`src/sv/dfe_pkg.sv`:
```
// Package with the shared command, status, sequencer state and result word types of the deadline FIFO.
`timescale 1ns / 1ps

package dfe_pkg;

    typedef enum logic [1:0] {
        CMD_PUSH   = 2'd0,
        CMD_POP    = 2'd1,
        CMD_TICK   = 2'd2,
        CMD_CANCEL = 2'd3
    } cmd_t;

    typedef enum logic [1:0] {
        ST_COMPLETED = 2'd0,
        ST_TIMED_OUT = 2'd1,
        ST_CANCELED  = 2'd2,
        ST_REJECTED  = 2'd3
    } status_t;

    typedef enum logic [2:0] {
        S_IDLE,
        S_POP,
        S_SCAN,
        S_FLUSH,
        S_CANCEL
    } state_t;

    // One result word as it leaves the sequencer.
    typedef struct packed {
        logic [7:0] tag;
        status_t    status;
        logic       last;
        logic       nonempty;
    } result_t;

endpackage

```
`src/sv/deadline_fifo_with_expiry_top.sv`:
```
// Top level of the deadline FIFO: command sequencer over a circular entry store.
// Push completes in idle; pop, cancel and tick step through sequencer states, and
// the scan reads one entry a cycle from the single store read port. A result word is
// strobed for one cycle, in the cycle after the step that produced it; the receiver
// cannot stall. Reset (rst_n low, asynchronous) empties the queue and zeroes time.
`timescale 1ns / 1ps

module deadline_fifo_with_expiry_top #(
    parameter int QUEUE_DEPTH = 16,
    parameter int TIME_BITS   = 32
) (
    input  logic        clk,
    input  logic        rst_n,
    input  logic        start,
    output logic        busy,
    input  logic [1:0]  cmd,
    input  logic [31:0] timeout,
    input  logic [7:0]  tag,
    output logic        strobe,
    output logic [7:0]  out_tag,
    output logic [1:0]  status,
    output logic        last,
    output logic        nonempty
);

    // Index width addresses the store; count width also holds the full depth.
    localparam int IDX_W  = $clog2(QUEUE_DEPTH);
    localparam int CNT_W  = $clog2(QUEUE_DEPTH + 1);
    localparam int DATA_W = TIME_BITS + 8;

    // Entries live in a circular buffer starting at head_reg. Adds of an index
    // and an offset never reach twice the depth, so one compare and subtract wraps.
    function automatic logic [IDX_W-1:0] add_mod(input logic [IDX_W-1:0] a,
                                                 input logic [IDX_W-1:0] b);
        logic [IDX_W:0] s;
        s = {1'b0, a} + {1'b0, b};
        if (s >= (IDX_W+1)'(QUEUE_DEPTH))
        begin
            s = s - (IDX_W+1)'(QUEUE_DEPTH);
        end
        return s[IDX_W-1:0];
    endfunction

    dfe_pkg::state_t         state_reg,      state_next;
    logic [IDX_W-1:0]        head_reg,       head_next;
    logic [CNT_W-1:0]        count_reg,      count_next;
    logic [CNT_W-1:0]        k_reg,          k_next;
    logic [CNT_W-1:0]        keep_reg,       keep_next;
    logic [CNT_W-1:0]        left_reg,       left_next;
    logic [TIME_BITS-1:0]    time_reg,       time_next;
    logic                    pend_valid_reg, pend_valid_next;
    logic [7:0]              pend_tag_reg,   pend_tag_next;
    logic                    pend_ne_reg,    pend_ne_next;
    logic                    strobe_reg,     strobe_next;
    dfe_pkg::result_t        res_reg,        res_next;

    logic                    accept;
    logic                    ram_we;
    logic [IDX_W-1:0]        ram_waddr;
    logic [DATA_W-1:0]       ram_wdata;
    logic [IDX_W-1:0]        ram_raddr;
    logic [DATA_W-1:0]       ram_rdata;
    logic [TIME_BITS-1:0]    rd_deadline;
    logic [7:0]              rd_tag;
    logic [TIME_BITS-1:0]    sat_sum;
    logic                    rd_expired;

    assign rd_deadline = ram_rdata[DATA_W-1:8];
    assign rd_tag      = ram_rdata[7:0];

    dfe_ram #(
        .DEPTH  (QUEUE_DEPTH),
        .DATA_W (DATA_W)
    ) u_ram (
        .clk   (clk),
        .we    (ram_we),
        .waddr (ram_waddr),
        .wdata (ram_wdata),
        .raddr (ram_raddr),
        .rdata (ram_rdata)
    );

    // The one time unit serves both the push deadline and the tick expiry test.
    dfe_alu #(
        .TIME_BITS (TIME_BITS)
    ) u_alu (
        .cur_time (time_reg),
        .timeout  (timeout),
        .deadline (rd_deadline),
        .sat_sum  (sat_sum),
        .expired  (rd_expired)
    );

    assign busy   = (state_reg != dfe_pkg::S_IDLE);
    assign accept = start && !busy;

    // In idle the store is read at the head so that a pop finds its word ready on
    // the next cycle. During scans the read runs one entry ahead of the evaluation.
    assign ram_raddr = (state_reg == dfe_pkg::S_IDLE) ? head_reg
                                                      : add_mod(head_reg, k_reg[IDX_W-1:0]);

    always_comb
    begin
        state_next      = state_reg;
        head_next       = head_reg;
        count_next      = count_reg;
        k_next          = k_reg;
        keep_next       = keep_reg;
        left_next       = left_reg;
        time_next       = time_reg;
        pend_valid_next = pend_valid_reg;
        pend_tag_next   = pend_tag_reg;
        pend_ne_next    = pend_ne_reg;
        strobe_next     = 1'b0;
        res_next        = res_reg;
        ram_we          = 1'b0;
        ram_waddr       = add_mod(head_reg, count_reg[IDX_W-1:0]);
        ram_wdata       = {sat_sum, tag};

        unique case (state_reg)
            dfe_pkg::S_IDLE:
            begin
                if (accept)
                begin
                    unique case (dfe_pkg::cmd_t'(cmd))
                        dfe_pkg::CMD_PUSH:
                        begin
                            if (count_reg == CNT_W'(QUEUE_DEPTH))
                            begin
                                // A full queue turns the push away and stays as it is.
                                strobe_next       = 1'b1;
                                res_next.tag      = tag;
                                res_next.status   = dfe_pkg::ST_REJECTED;
                                res_next.last     = 1'b1;
                                res_next.nonempty = 1'b1;
                            end
                            else
                            begin
                                // Append at the tail with the clamped deadline.
                                ram_we     = 1'b1;
                                count_next = count_reg + 1'b1;
                            end
                        end
                        dfe_pkg::CMD_POP:
                        begin
                            if (count_reg != '0)
                            begin
                                state_next = dfe_pkg::S_POP;
                            end
                        end
                        dfe_pkg::CMD_TICK:
                        begin
                            // Time stops at its maximum, but the scan still runs.
                            if (time_reg != {TIME_BITS{1'b1}})
                            begin
                                time_next = time_reg + 1'b1;
                            end
                            k_next          = '0;
                            keep_next       = '0;
                            left_next       = count_reg;
                            pend_valid_next = 1'b0;
                            state_next      = dfe_pkg::S_SCAN;
                        end
                        dfe_pkg::CMD_CANCEL:
                        begin
                            if (count_reg != '0)
                            begin
                                k_next     = '0;
                                state_next = dfe_pkg::S_CANCEL;
                            end
                        end
                    endcase
                end
            end

            dfe_pkg::S_POP:
            begin
                strobe_next       = 1'b1;
                res_next.tag      = rd_tag;
                res_next.status   = dfe_pkg::ST_COMPLETED;
                res_next.last     = 1'b1;
                res_next.nonempty = (count_reg != CNT_W'(1));
                head_next         = add_mod(head_reg, IDX_W'(1));
                count_next        = count_reg - 1'b1;
                state_next        = dfe_pkg::S_IDLE;
            end

            dfe_pkg::S_SCAN:
            begin
                // Entry k-1 is on the read port. An expired entry becomes the pending
                // word, and the previous pending word goes out knowing it is not last.
                // A live entry is copied down to the compaction slot.
                if (k_reg != '0)
                begin
                    if (rd_expired)
                    begin
                        left_next = left_reg - 1'b1;
                        if (pend_valid_reg)
                        begin
                            strobe_next       = 1'b1;
                            res_next.tag      = pend_tag_reg;
                            res_next.status   = dfe_pkg::ST_TIMED_OUT;
                            res_next.last     = 1'b0;
                            res_next.nonempty = pend_ne_reg;
                        end
                        pend_valid_next = 1'b1;
                        pend_tag_next   = rd_tag;
                        pend_ne_next    = (left_reg != CNT_W'(1));
                    end
                    else
                    begin
                        ram_we    = 1'b1;
                        ram_waddr = add_mod(head_reg, keep_reg[IDX_W-1:0]);
                        ram_wdata = ram_rdata;
                        keep_next = keep_reg + 1'b1;
                    end
                end
                if (k_reg == count_reg)
                begin
                    state_next = dfe_pkg::S_FLUSH;
                end
                else
                begin
                    k_next = k_reg + 1'b1;
                end
            end

            dfe_pkg::S_FLUSH:
            begin
                if (pend_valid_reg)
                begin
                    strobe_next       = 1'b1;
                    res_next.tag      = pend_tag_reg;
                    res_next.status   = dfe_pkg::ST_TIMED_OUT;
                    res_next.last     = 1'b1;
                    res_next.nonempty = pend_ne_reg;
                end
                pend_valid_next = 1'b0;
                count_next      = keep_reg;
                state_next      = dfe_pkg::S_IDLE;
            end

            dfe_pkg::S_CANCEL:
            begin
                if (k_reg != '0)
                begin
                    strobe_next       = 1'b1;
                    res_next.tag      = rd_tag;
                    res_next.status   = dfe_pkg::ST_CANCELED;
                    res_next.last     = (k_reg == count_reg);
                    res_next.nonempty = (k_reg != count_reg);
                end
                if (k_reg == count_reg)
                begin
                    count_next = '0;
                    state_next = dfe_pkg::S_IDLE;
                end
                else
                begin
                    k_next = k_reg + 1'b1;
                end
            end

            default:
            begin
                state_next = dfe_pkg::S_IDLE;
            end
        endcase
    end

    always_ff @(posedge clk or negedge rst_n)
    begin
        if (!rst_n)
        begin
            state_reg      <= dfe_pkg::S_IDLE;
            head_reg       <= '0;
            count_reg      <= '0;
            k_reg          <= '0;
            keep_reg       <= '0;
            left_reg       <= '0;
            time_reg       <= '0;
            pend_valid_reg <= 1'b0;
            strobe_reg     <= 1'b0;
        end
        else
        begin
            state_reg      <= state_next;
            head_reg       <= head_next;
            count_reg      <= count_next;
            k_reg          <= k_next;
            keep_reg       <= keep_next;
            left_reg       <= left_next;
            time_reg       <= time_next;
            pend_valid_reg <= pend_valid_next;
            strobe_reg     <= strobe_next;
        end
    end

    // Payload of the pending and outgoing words needs no reset.
    always_ff @(posedge clk)
    begin
        pend_tag_reg <= pend_tag_next;
        pend_ne_reg  <= pend_ne_next;
        res_reg      <= res_next;
    end

    assign strobe   = strobe_reg;
    assign out_tag  = res_reg.tag;
    assign status   = res_reg.status;
    assign last     = res_reg.last;
    assign nonempty = res_reg.nonempty;

`ifndef ASSERT_OFF
    // A result word only follows an accepted command or a busy sequencer step.
    a_strobe_cause: assert property (@(posedge clk) disable iff (!rst_n)
        strobe |-> ($past(start) || $past(busy)))
        else $error("result word with no command behind it");

    // The fill count never exceeds the store depth.
    a_count_range: assert property (@(posedge clk) disable iff (!rst_n)
        count_reg <= CNT_W'(QUEUE_DEPTH))
        else $error("entry count beyond queue depth");

    // Compaction never moves more entries than were scanned.
    a_keep_bound: assert property (@(posedge clk) disable iff (!rst_n)
        (state_reg == dfe_pkg::S_SCAN) |-> (keep_reg <= k_reg && k_reg <= count_reg))
        else $error("compaction index ran ahead of the scan");

    // A tick leaves the survivors plus the expired words equal to the old count.
    a_tick_balance: assert property (@(posedge clk) disable iff (!rst_n)
        (state_reg == dfe_pkg::S_FLUSH) |-> (keep_reg == left_reg))
        else $error("expired and surviving entries do not add up");
`endif

endmodule

```
`src/sv/dfe_alu.sv`:
```
// Shared time unit: saturating deadline add and the expiry compare.
`timescale 1ns / 1ps

module dfe_alu #(
    parameter int TIME_BITS = 32
) (
    input  logic [TIME_BITS-1:0] cur_time,
    input  logic [31:0]          timeout,
    input  logic [TIME_BITS-1:0] deadline,
    output logic [TIME_BITS-1:0] sat_sum,
    output logic                 expired
);

    localparam int SUM_W = ((TIME_BITS > 32) ? TIME_BITS : 32) + 1;

    logic [SUM_W-1:0] sum_wide;
    logic [SUM_W-1:0] max_wide;

    assign max_wide = {{(SUM_W-TIME_BITS){1'b0}}, {TIME_BITS{1'b1}}};
    assign sum_wide = {{(SUM_W-TIME_BITS){1'b0}}, cur_time}
                    + {{(SUM_W-32){1'b0}}, timeout};

    // A deadline past the end of time is clamped to the maximum time.
    assign sat_sum = (sum_wide > max_wide) ? {TIME_BITS{1'b1}} : sum_wide[TIME_BITS-1:0];
    assign expired = (deadline <= cur_time);

endmodule

```
`src/sv/dfe_ram.sv`:
```
// Entry store of deadline and tag, one write port and one registered read port.
`timescale 1ns / 1ps

module dfe_ram #(
    parameter int DEPTH  = 16,
    parameter int DATA_W = 40
) (
    input  logic                     clk,
    input  logic                     we,
    input  logic [$clog2(DEPTH)-1:0] waddr,
    input  logic [DATA_W-1:0]        wdata,
    input  logic [$clog2(DEPTH)-1:0] raddr,
    output logic [DATA_W-1:0]        rdata
);

    logic [DATA_W-1:0] mem [DEPTH];
    logic [DATA_W-1:0] rdata_reg;

    always_ff @(posedge clk)
    begin
        if (we)
        begin
            mem[waddr] <= wdata;
        end
    end

    always_ff @(posedge clk)
    begin
        rdata_reg <= mem[raddr];
    end

    assign rdata = rdata_reg;

endmodule
```
`config.mk`:
```
export PLATFORM = sky130hd
export DESIGN_NAME = deadline_fifo_with_expiry_top
export DESIGN_NICKNAME = d
export VERILOG_FILES = /design/src/sv/dfe_pkg.sv /design/src/sv/deadline_fifo_with_expiry_top.sv /design/src/sv/dfe_alu.sv /design/src/sv/dfe_ram.sv
export SDC_FILE = /design/constraint.sdc
export NUM_CORES = 1
export LEC_CHECK = 0
export BUFFER_PORTS_ARGS = -buffer_cell sky130_fd_sc_hd__buf_2
export CORE_MARGIN = 2
export CORE_UTILIZATION = 40
export DETAILED_ROUTE_END_ITERATION = 10
export SYNTH_ARGS = -nofsm -noshare
export SYNTH_HDL_FRONTEND = slang
export SYNTH_SLANG_ARGS = --single-unit
```
`constraint.sdc`:
```
create_clock -name clk -period 4.5 [get_ports clk]
set_clock_uncertainty 0.1 [all_clocks]
set_input_delay 0.675 -clock clk [delete_from_list [all_inputs] [get_ports clk]]
set_output_delay 0.675 -clock clk [all_outputs]
set_load 0.1 [all_outputs]
```
After elaboration in Yosys (flattened, before gate mapping)
Memories as Yosys holds them, arrays and structs flattened. A register that Yosys moved wholly into a read port is not among the register bits. Cells that the tools add are included.

Word-level logic and storage cells: 159. Flip-flop bits (word level): 82. Memories kept: 1. Bits of input ports: 45. Bits in latches: 0. ROM bits: 0. Output and inout bits: 14. Memory bits (writable): 640.

Equal/unequal tests: 31. Shift-type cells: 0. Multiply operators: 0. $lt $le $gt $ge: 6. Add/subtract/negate cells: 15. Bitwise operators: 0. Divide/modulo/power cells: 0. Muxes and demuxes: 69. Reduce and logical (&&, ||, !) cells: 22.

Memories: u_ram.mem (words 16, width 40, rd ports 1, clocked after memory_dff 1, write ports 1, RTL line dfe_ram.sv:16) `logic [DATA_W-1:0] mem [DEPTH];`.

Operators by type and width (count): two-way mux 40 bit (3); two-way mux 12 bit (8); two-way mux 5 bit (15); case mux 12 bit (5 select lines) (1); case mux 5 bit (2 select lines) (4); adder 32 x 32 -> 33 bit (1); > comparator 33 x 32 -> 1 bit, second input constant (1); adder 32 x 1 -> 32 bit, second input constant (1); <= comparator 32 bit (1); two-way mux 32 bit (1); two-way mux 4 bit (8); inequality test 32 bit, second input constant (1); AND reduction 5 bit (5); inequality test 2 bit, second input constant (11); >= comparator 5 bit, second input constant (4); case mux 5 bit (4 select lines) (1); two-way mux 1 bit (18); case mux 3 bit (3 select lines) (2); subtractor 4 x 1 -> 4 bit, second input constant (4); adder 4 x 4 -> 5 bit (3); adder 5 x 1 -> 5 bit, second input constant (3); two-way mux 3 bit (5); nonzero test 5 bit (3); inequality test 5 x 1 -> 1 bit, second input constant (2); other kinds (29) (37).

Logic depth before layout (Yosys ltp)
Gate-level depths: netlist (run 1).

Depth in word-level cells: 7. Depth in mapped cells: 15. Mapped depth without buffers: 13.

By module
A second synthesis (run 1) with hierarchy kept.

Cell total of the unflattened synthesis: 1932. Area total of the unflattened synthesis: 33146.8 sq um.

By module, submodules not included: dfe_ram (area an instance 25131.6 sq um, seq. area each 20019.2 sq um, cells an instance 1040, times used 1); deadline_fifo_with_expiry_top (area an instance 5347.6 sq um, seq. area each 2157.1 sq um, cells an instance 531, times used 1); dfe_alu (area an instance 2667.6 sq um, seq. area each 0.0 sq um, cells an instance 361, times used 1).

Least setup slack after synthesis (run 1)
Ideal clock, no wire load.

Path kind: reg-to-reg. Start: register time_reg[13]. End: memory u_ram.mem[5][0], enable pin. Data required time: 3.963 ns. Data arrival time: 4.294 ns. Slack: -0.331 ns. Setup time: 0.437 ns. Period minus slack after synthesis: 4.831 ns. Buffers on the path: 0. Cell stages (with the launch flop): 12. Cells stage by stage: dfrtp_1 -> inv_1 -> ha_1 -> a21o_1 -> a21oi_1 -> nor2b_1 -> a2111oi_0 -> a31o_2 -> o211ai_1 -> nand4_1 -> mux4_2 -> nor2_1.

Cells in the longest elaborated chain, start to end: 6. Elaborated cells on any way between the ends: 9. Those cells by class: order compare (1); mux (8).

Ends and longest elaborated chain: start: declaration (RTL line deadline_fifo_with_expiry_top.sv:50) `logic [TIME_BITS-1:0] time_reg, time_next;`; start signal: assignment (RTL line deadline_fifo_with_expiry_top.sv:293) `time_reg <= time_next;`; <= comparator 32 bit (*) (RTL line dfe_alu.sv:25) `assign expired = (deadline <= cur_time);`; two-way mux 1 bit (RTL line deadline_fifo_with_expiry_top.sv:195) `if (rd_expired)`; two-way mux 1 bit (RTL line deadline_fifo_with_expiry_top.sv:193) `if (k_reg != '0)`; case mux 1 bit (2 select lines) (RTL line deadline_fifo_with_expiry_top.sv:120) `unique case (state_reg)`; two-way mux 1 bit (RTL line dfe_ram.sv:21) `if (we)`; two-way mux 1 bit (not written as such) (RTL line dfe_ram.sv:23) `mem[waddr] <= wdata;`; end: declaration (RTL line dfe_ram.sv:16).

Mark *: on every way between the ends. The rest lies on a longest branch, timed or not.

Worst setup path after layout (run 1)
Start: register time_reg[13]. End: memory u_ram.mem[0][18], enable pin.

Same word-level chain as after synthesis.

==> metrics, run 1 <==
Die Span X roughly 300 µm; Layout area overhead 15.17%; Static Leakage approximately 13 nW; final worst path period need around 4.3 ns; total core area between 80000 and 90000 µm²; FF+latch area 22180 µm²; Detail Route Antenna Nets 0; cell count after synthesis 1979; Starting Density roughly 40%; synth warn 0; CP required about 4.7 ns; CTS Sinks roughly 760; Vias 18.04k; final worst path period share between 90 and 100%; CTS tree built; Synth top area share approximately 60%; syn_nets roughly 2.1k; pwr dens around 760 nW/µm²; RSZ-0062 raised after global routing false; top_reg_cell synth edfxtp_1; Synth async-reset ratio 8.005%; routability cong. 0.8694; register area share after synthesis around two thirds; wire per inst 24.21 µm; Clock Latency Late Sink 0.63 ns; 1st-pass router iterations 5; total track usage 18.69%; layout cells sized above 1 22.38%; die area around 85000 µm²; Yosys reg bits approximately 760; # DRC 0; Hold Vio Cnt, Final 0; r2r setup slk between 0.2 and 0.25 ns; status complete, no violations; Slew HR between 20 and 25%; Filler cells 7025; Synth Area per Inst between 15 and 20 µm²; most frequent cells in the layout edfxtp_1, mux4_2, a21oi_1, ha_1, clkbuf_16; I/O pin count 59; CTS root buf clkbuf_16; CP Launch Type flip-flop; Netlist cell types 93; largest cells by area after synthesis edfxtp_1, mux4_2, dfrtp_1; # H-tree levels 3; die height roughly 290 µm; Slew Viols, Final 0; Final setup viols 0; final worst slack 0.2191 ns; worst setup path class reg -> reg; Largest register FFs 640; Min-Delay Path Class in -> async; clock buffer depth 3; first-pass GRT wire length around 120000 µm; VDD IR max 0.6565 mV; drt initial violations roughly 1.4k; Final nets between 2k and 2.5k; Vias/cell ~5.6; Worst EP arrival 4.46 ns; max-cap viol count 0; Fmax achieved ~230 MHz; WHS 0.08824 ns; post-synthesis cell area 33100 µm²; placed wire-length estimate a little under 50000 µm; count of input and output buffers 58; cts bufs inserted just over 80; CTS clk-pin slew, worst paths ~0.060 ns; Tot Pwr just under 30 mW; commonest non-fill, non-tap cell in the layout edfxtp_1; # rows approximately 110; largest net degree at the start of global routing 70; Antenna diodes 0; antenna violations before repair 2; worst slack, placed roughly 0.078 ns; EDFF count, synth between 600 and 700; vias in the first global route 18.77k; Worst-Margin Slew 1.185 ns; area of the multi-input gates between 10000 and 15000 µm²; final wirelength 78590 µm; total gr overflow 0; CP max FO 32; Setup crit end kind flip-flop; Synth area leader edfxtp_1
## report_power, final
| part | leakage, nW | internal, mW | switching, mW |
|---|---|---|---|
| Combinational | 4.74 | 5.32 | 7.03 |
| Sequential | 7.07 | 9.42 | 0.531 |
| Clock | 1.32 | 4.00 | 2.73 |
## final timing paths
path | from | to | cells after the start
hold reg to reg | u_ram.rdata[7]$_DFF_P_ | pend_tag_reg[7]$_DFFE_PP_ | 0
setup reg to reg | time_reg[13]$_DFFE_PN0P_ | u_ram.mem[0][18]$_DFFE_PP_ | 13
setup / recovery | time_reg[13]$_DFFE_PN0P_ | u_ram.mem[0][18]$_DFFE_PP_ | 13
hold / removal | rst_n | count_reg[4]$_DFFE_PN0P_ | 1
max in group asynchronous | rst_n | time_reg[26]$_DFFE_PN0P_ | 1
min in group clk | u_ram.rdata[7]$_DFF_P_ | pend_tag_reg[7]$_DFFE_PP_ | 0
## routing by layer
layer  track usage (%)  wire (µm)  part of all wire, %  vias up
met3             2.831       3527                  4.5      125
met2             30.71      37980                   48      467
met1             25.78      34920                   44     9339
li1                  -          -                    -     8110
met5                 0          0                    0        -
met4             5.708       2160                  2.7        0
## timing repair
| action | CTS | global route |
|---|---|---|
| resized for setup | 0 | 1 |
| setup endpoints to repair | 0 | 5 |
| buffers inserted | 0 | 0 |
| hold buffers | 0 | 0 |
## layout make-up
cell class,count,area share [%]
Clock inverter,49,1.395
Inverter,69,0.6860
Multi-Input combinational cell,1059,27.12
Sequential cell,762,58.17
Timing Repair Buffer,137,3.450
Tap cell,1070,3.512
Clock buffer,100,5.665
## critical path, cell delays in order (launching register included)
cell and delay [ns]:
dfrtp_1 0.42, inv_1 0.07, ha_1 0.31, a21o_1 0.16, a21oi_1 0.14, nor2b_1 0.07, a2111oi_0 0.44, a31o_2 0.25
o211ai_1 0.25, nand4_1 0.28, buf_12 0.23, mux4_2 0.66, nor2_4 0.16, buf_4 0.36
## stage by stage
stage          setup TNS, ns  cell area (µm²)  std cells  util, %
2_1_floorplan         -79.05            33120       1979        -
4_1_cts                    0            38120       3246    46.50
3_3_place_gp               0            35430       3097    43.21
3_5_place_dp               0            35430       3097    43.21
5_1_grt                    0            38120       3246    46.50
6_report                   0            38120       3246    46.50
## kinds of logic (layout without fill, tap and decap cells)
logic type	count (synthesis)	count (layout)	synth area share, %
xor gates and xnor gates	84	84	2.223
buffers and inverters	158	355	2.208
AOI/OAI and AO/OA	333	333	6.914
adders and majority gates	92	92	3.569
and+or+nand+nor	331	331	5.183
DFF	762	762	67.00
muxes	219	219	12.90
## cells in the mapped netlist, drive strengths merged (5+ instances only)
cell / count
buf: 50
ha: 88
nand2: 63
nand4: 15
nand3: 32
xnor2: 62
nor2b: 53
inv: 69
a221oi: 11
a21o: 28
dfxtp: 40
or2: 6
mux2i: 44
dfrtp: 61
o21a: 7
clkbuf: 39
mux4: 164
nand2b: 13
o21bai: 5
xor2: 22
and2: 7
o21ai: 58
o22a: 31
a211oi: 55
mux2: 11
and3: 11
edfxtp: 661
nor2: 84
nor4: 9
nor3: 22
a21oi: 95
o211ai: 5
No activity file was read; power rests on OpenSTA's default activity.
==> run 2: changes to the inputs <==
--- a/config.mk
+++ b/config.mk
@@ -5,6 +5,7 @@
 export SDC_FILE = /design/constraint.sdc
 export NUM_CORES = 1
 export LEC_CHECK = 0
+export ABC_AREA = 1
 export BUFFER_PORTS_ARGS = -buffer_cell sky130_fd_sc_hd__buf_2
 export CORE_MARGIN = 2
 export CORE_UTILIZATION = 40
==> run 2 against run 1 <==
  * Flip-flop and latch count stayed put
  * Fmax increased by 7.0%
  * Cell area up 0.98%
  * Via count up 30%
  * Final cell count rose by 31%
  * Largest cell class unchanged
  * Register-to-register slack improved by 0.28 ns
  * Setup slack gained 0.28 ns
  * Synthesized area grew 2.3%
  * First-iteration DRC count grew 77%
  * Wire length grew 20%
  * Non-clock buffer count fell by 5
==> metrics, run 2 <==
final worst path period need 4.001 ns (was 4.281 ns); Fmax achieved 249.9 MHz (was 233.6 MHz); mux contribution to synthesized area 0% (was 12.90%); vias in the first global route 22.44k (was 18.77k); synth warn 0 (unchanged); worst hold endpoint out_tag[7]$_DFFE_PP_; top_reg_cell synth edfxtp_1 (unchanged); r2r setup slk 0.50 ns (was 0.22 ns); Clock Latency Late Sink 0.65 ns (was 0.63 ns); routability cong. 0.9539 (was 0.8694); die area 86950 µm² (was 85060 µm²); CTS clk-pin slew, worst paths 0.06 ns (about the same); EDFF count, synth 661 (unchanged); slowest CP cell buf_4 (was mux4_2); post_cts resized 0 (unchanged); Largest register FFs 640 (unchanged); FF-to-FF End u_ram.mem[4][31]$_DFFE_PP_ (was u_ram.mem[0][18]$_DFFE_PP_); Adder-Cell Fraction of Synth Area 3.490% (was 3.569%); Starting Density 40.44% (was 40.37%); Synth top area share 58.65% (was 59.97%); setup TNS 0 ns (unchanged); final core area utilization 46.00% (was 46.50%); largest cells by area after synthesis edfxtp_1, o21ai_0, nor2_1 (was edfxtp_1, mux4_2, dfrtp_1); Antenna diodes 0 (unchanged); Post-Synth Simple-Gate Area 12.10% (was 5.183%); placed wire-length estimate 58260 µm (was 49580 µm); worst setup path class reg -> reg (unchanged); CTS tree built (unchanged); RSZ-0062 raised after global routing false (unchanged); status complete, no violations (unchanged); Synth async-reset ratio 8.005% (unchanged); die height 294.9 µm (was 291.7 µm); Slew Viols, Final 0 (unchanged); Vias 23.50k (was 18.04k); Netlist cell types 54 (was 93); CTS root buf clkbuf_16 (unchanged); Synth area leader edfxtp_1 (unchanged); cell with the most instances after synthesis edfxtp_1 (unchanged); # DRC 0 (unchanged); worst r2r src time_reg[24]$_DFFE_PN0P_ (was time_reg[13]$_DFFE_PN0P_); Synth Area per Inst 11.31 µm² (was 16.72 µm²); CP required 4.65 ns (was 4.68 ns); Vias/cell 5.517 (was 5.558); post-synthesis cell area 33840 µm² (was 33100 µm²); 1st-pass router iterations 5 (unchanged); post-synthesis compound-gate area fraction 12.83% (was 6.914%); I/O pin count 59 (unchanged); Setup crit end kind flip-flop (unchanged); Final nets 3196 (was 2247); clock buffer depth 3 (unchanged); count of input and output buffers 58 (unchanged); final wirelength 94440 µm (was 78590 µm); Hold Vio Cnt, Final 0 (unchanged); Cells after DPL 4110 (was 3097); hold_sp tag[7]; syn_nets 3129 (was 2116); antenna violations before repair 2 (unchanged); post-synthesis xor/xnor area fraction 1.863% (was 2.223%); Die Span X 294.9 µm (was 291.7 µm); Layout area overhead 13.74% (was 15.17%); Worst-Margin Slew 1.098 ns (was 1.185 ns); max-cap viol count 0 (unchanged); register area share after synthesis 65.53% (was 67.00%); wire per inst 22.17 µm (was 24.21 µm); # H-tree levels 3 (unchanged); CP max FO 26 (was 32); largest net degree at the start of global routing 167 (was 70); total gr overflow 0 (unchanged); total core area 83690 µm² (was 81980 µm²); Worst EP arrival 4.15 ns (was 4.46 ns); Min-Delay Path Class in -> reg (was in -> async); total track usage 21.68% (was 18.69%); layout cells sized above 1 10.37% (was 22.38%); WP buf/inv 3 (unchanged); CP top delay family simple AND/OR/NAND/NOR gates (was compound AO/OA/AOI/OAI gates); CTS Sinks 762 (unchanged); cts bufs inserted 80 (was 81); Worst R2R Path Depth 13 (unchanged); Crit path largest cell delay 0.49 ns (was 0.66 ns); Detail Route Antenna Nets 0 (unchanged); Slew HR 26.05% (was 20.63%); drt initial violations 2547 (was 1437); largest family of logic cells by synthesized area compound AO/OA/AOI/OAI gates (was multiplexers); ordered cell list for the critical path inv_1 > ha_1 > nand4_1 > nor3_1 > nand3_1 > inv_1 > nand2_1 > nand2_1 > nand4_4 > o21ai_0 > nand2_1 > nor2_4 > buf_4 (was inv_1 > ha_1 > a21o_1 > a21oi_1 > nor2b_1 > a2111oi_0 > a31o_2 > o211ai_1 > nand4_1 > buf_12 > mux4_2 > nor2_4 > buf_4); Yosys reg bits 762 (unchanged); synth cell count leaders edfxtp_1, nor2_1, o21ai_0, nand2_1, inv_1 (was edfxtp_1, mux4_2, a21oi_1, ha_1, nor2_1); cell mode on critical path nand2_1; most frequent cells in the layout edfxtp_1, nor2_1, o21ai_0, nand2_1, inv_1 (was edfxtp_1, mux4_2, a21oi_1, ha_1, clkbuf_16); final worst slack 0.4989 ns (was 0.2191 ns); Final Non-Filler Cells 4259 (was 3246); cell count after synthesis 2992 (was 1979); commonest non-fill, non-tap cell in the layout edfxtp_1 (unchanged); first-pass GRT wire length 142300 µm (was 119100 µm); CP Launch Type flip-flop (unchanged); worst hold stages 3; Final setup viols 0 (unchanged); final worst path period share 88.91% (was 95.13%); post-CTS setup buffer count 0 (unchanged); # rows 106 (was 105); worst slack, placed 0.3490 ns (was 0.07848 ns)
run 2: cell count changes after synthesis, sizes merged, moves of 84 or more:
cell | previous run | this run
o21ai | 58 | 478
mux4 | 164 | 0
nand2 | 63 | 265
nor2 | 84 | 478
o22ai | 1 | 85
nand3 | 32 | 125
inv | 69 | 194
run 2: layout make-up:
type	instances	area [µm²]
well taps	1134	1419
clock buffers	108	2190
flip-flops and latches	762	22180
clock inverters	40	432.9
inverters	194	739.5
multi-input cells	1889	10400
repair buffers	132	1136
fillers	7580	45190
run 2: kinds of logic after synthesis:
group                    Yosys count
flip-flops                       762
AND/OR/NAND/NOR                  967
AO/OA/AOI/OAI                    758
XOR/XNOR                          72
buffers and inverters            341
adder cells (fa/ha/maj)           92
run 2: how the worst max path moves through the flow:
stage,startpoint,to,slack [ns],cells after the start
after floorplan,time_reg[29]$_DFFE_PN0P_,u_ram.mem[12][0]$_DFFE_PP_,0.29,13
final,time_reg[24]$_DFFE_PN0P_,u_ram.mem[4][31]$_DFFE_PP_,0.50,13
after global routing,time_reg[24]$_DFFE_PN0P_,u_ram.mem[15][31]$_DFFE_PP_,0.26,13
after detailed placement,timeout[7],u_ram.mem[13][29]$_DFFE_PP_,0.35,13
after global placement,timeout[7],u_ram.mem[5][29]$_DFFE_PP_,0.32,13
after CTS,time_reg[24]$_DFFE_PN0P_,u_ram.mem[4][26]$_DFFE_PP_,0.46,15
run 2: routing by layer:
metal,vias to the layer above,track usage (%),part of all wire [%]
met5,-,0,0.012
met4,2,6.297,2.1
met3,129,2.632,6.7
met2,878,33.77,46
met1,11560,31.82,45
li1,10930,-,-
run 2: stage by stage:
stage	hold slack (ns)	instance area, µm²
after global placement	0.3150	35860
after global routing	0.2363	38490
after detailed placement	0.3187	35860
after floorplan	0.2794	33840
after CTS	0.2220	38490
final	0.2585	38490
run 2: worst min-delay path, cell delays in order:
cell and delay [ns]:
buf_2 0.09, a22oi_1 0.06, o21ai_0 0.07
run 2: repair_timing:
action                     4_1_cts  5_1_grt
setup endpoints to repair        0        0
hold endpoints to repair        20        0
hold buffers                     1        0
Power of run 2 is left out: the tool's default activity adds up to more than one toggle a clock period on the data nets, which glitch-free logic cannot reach.
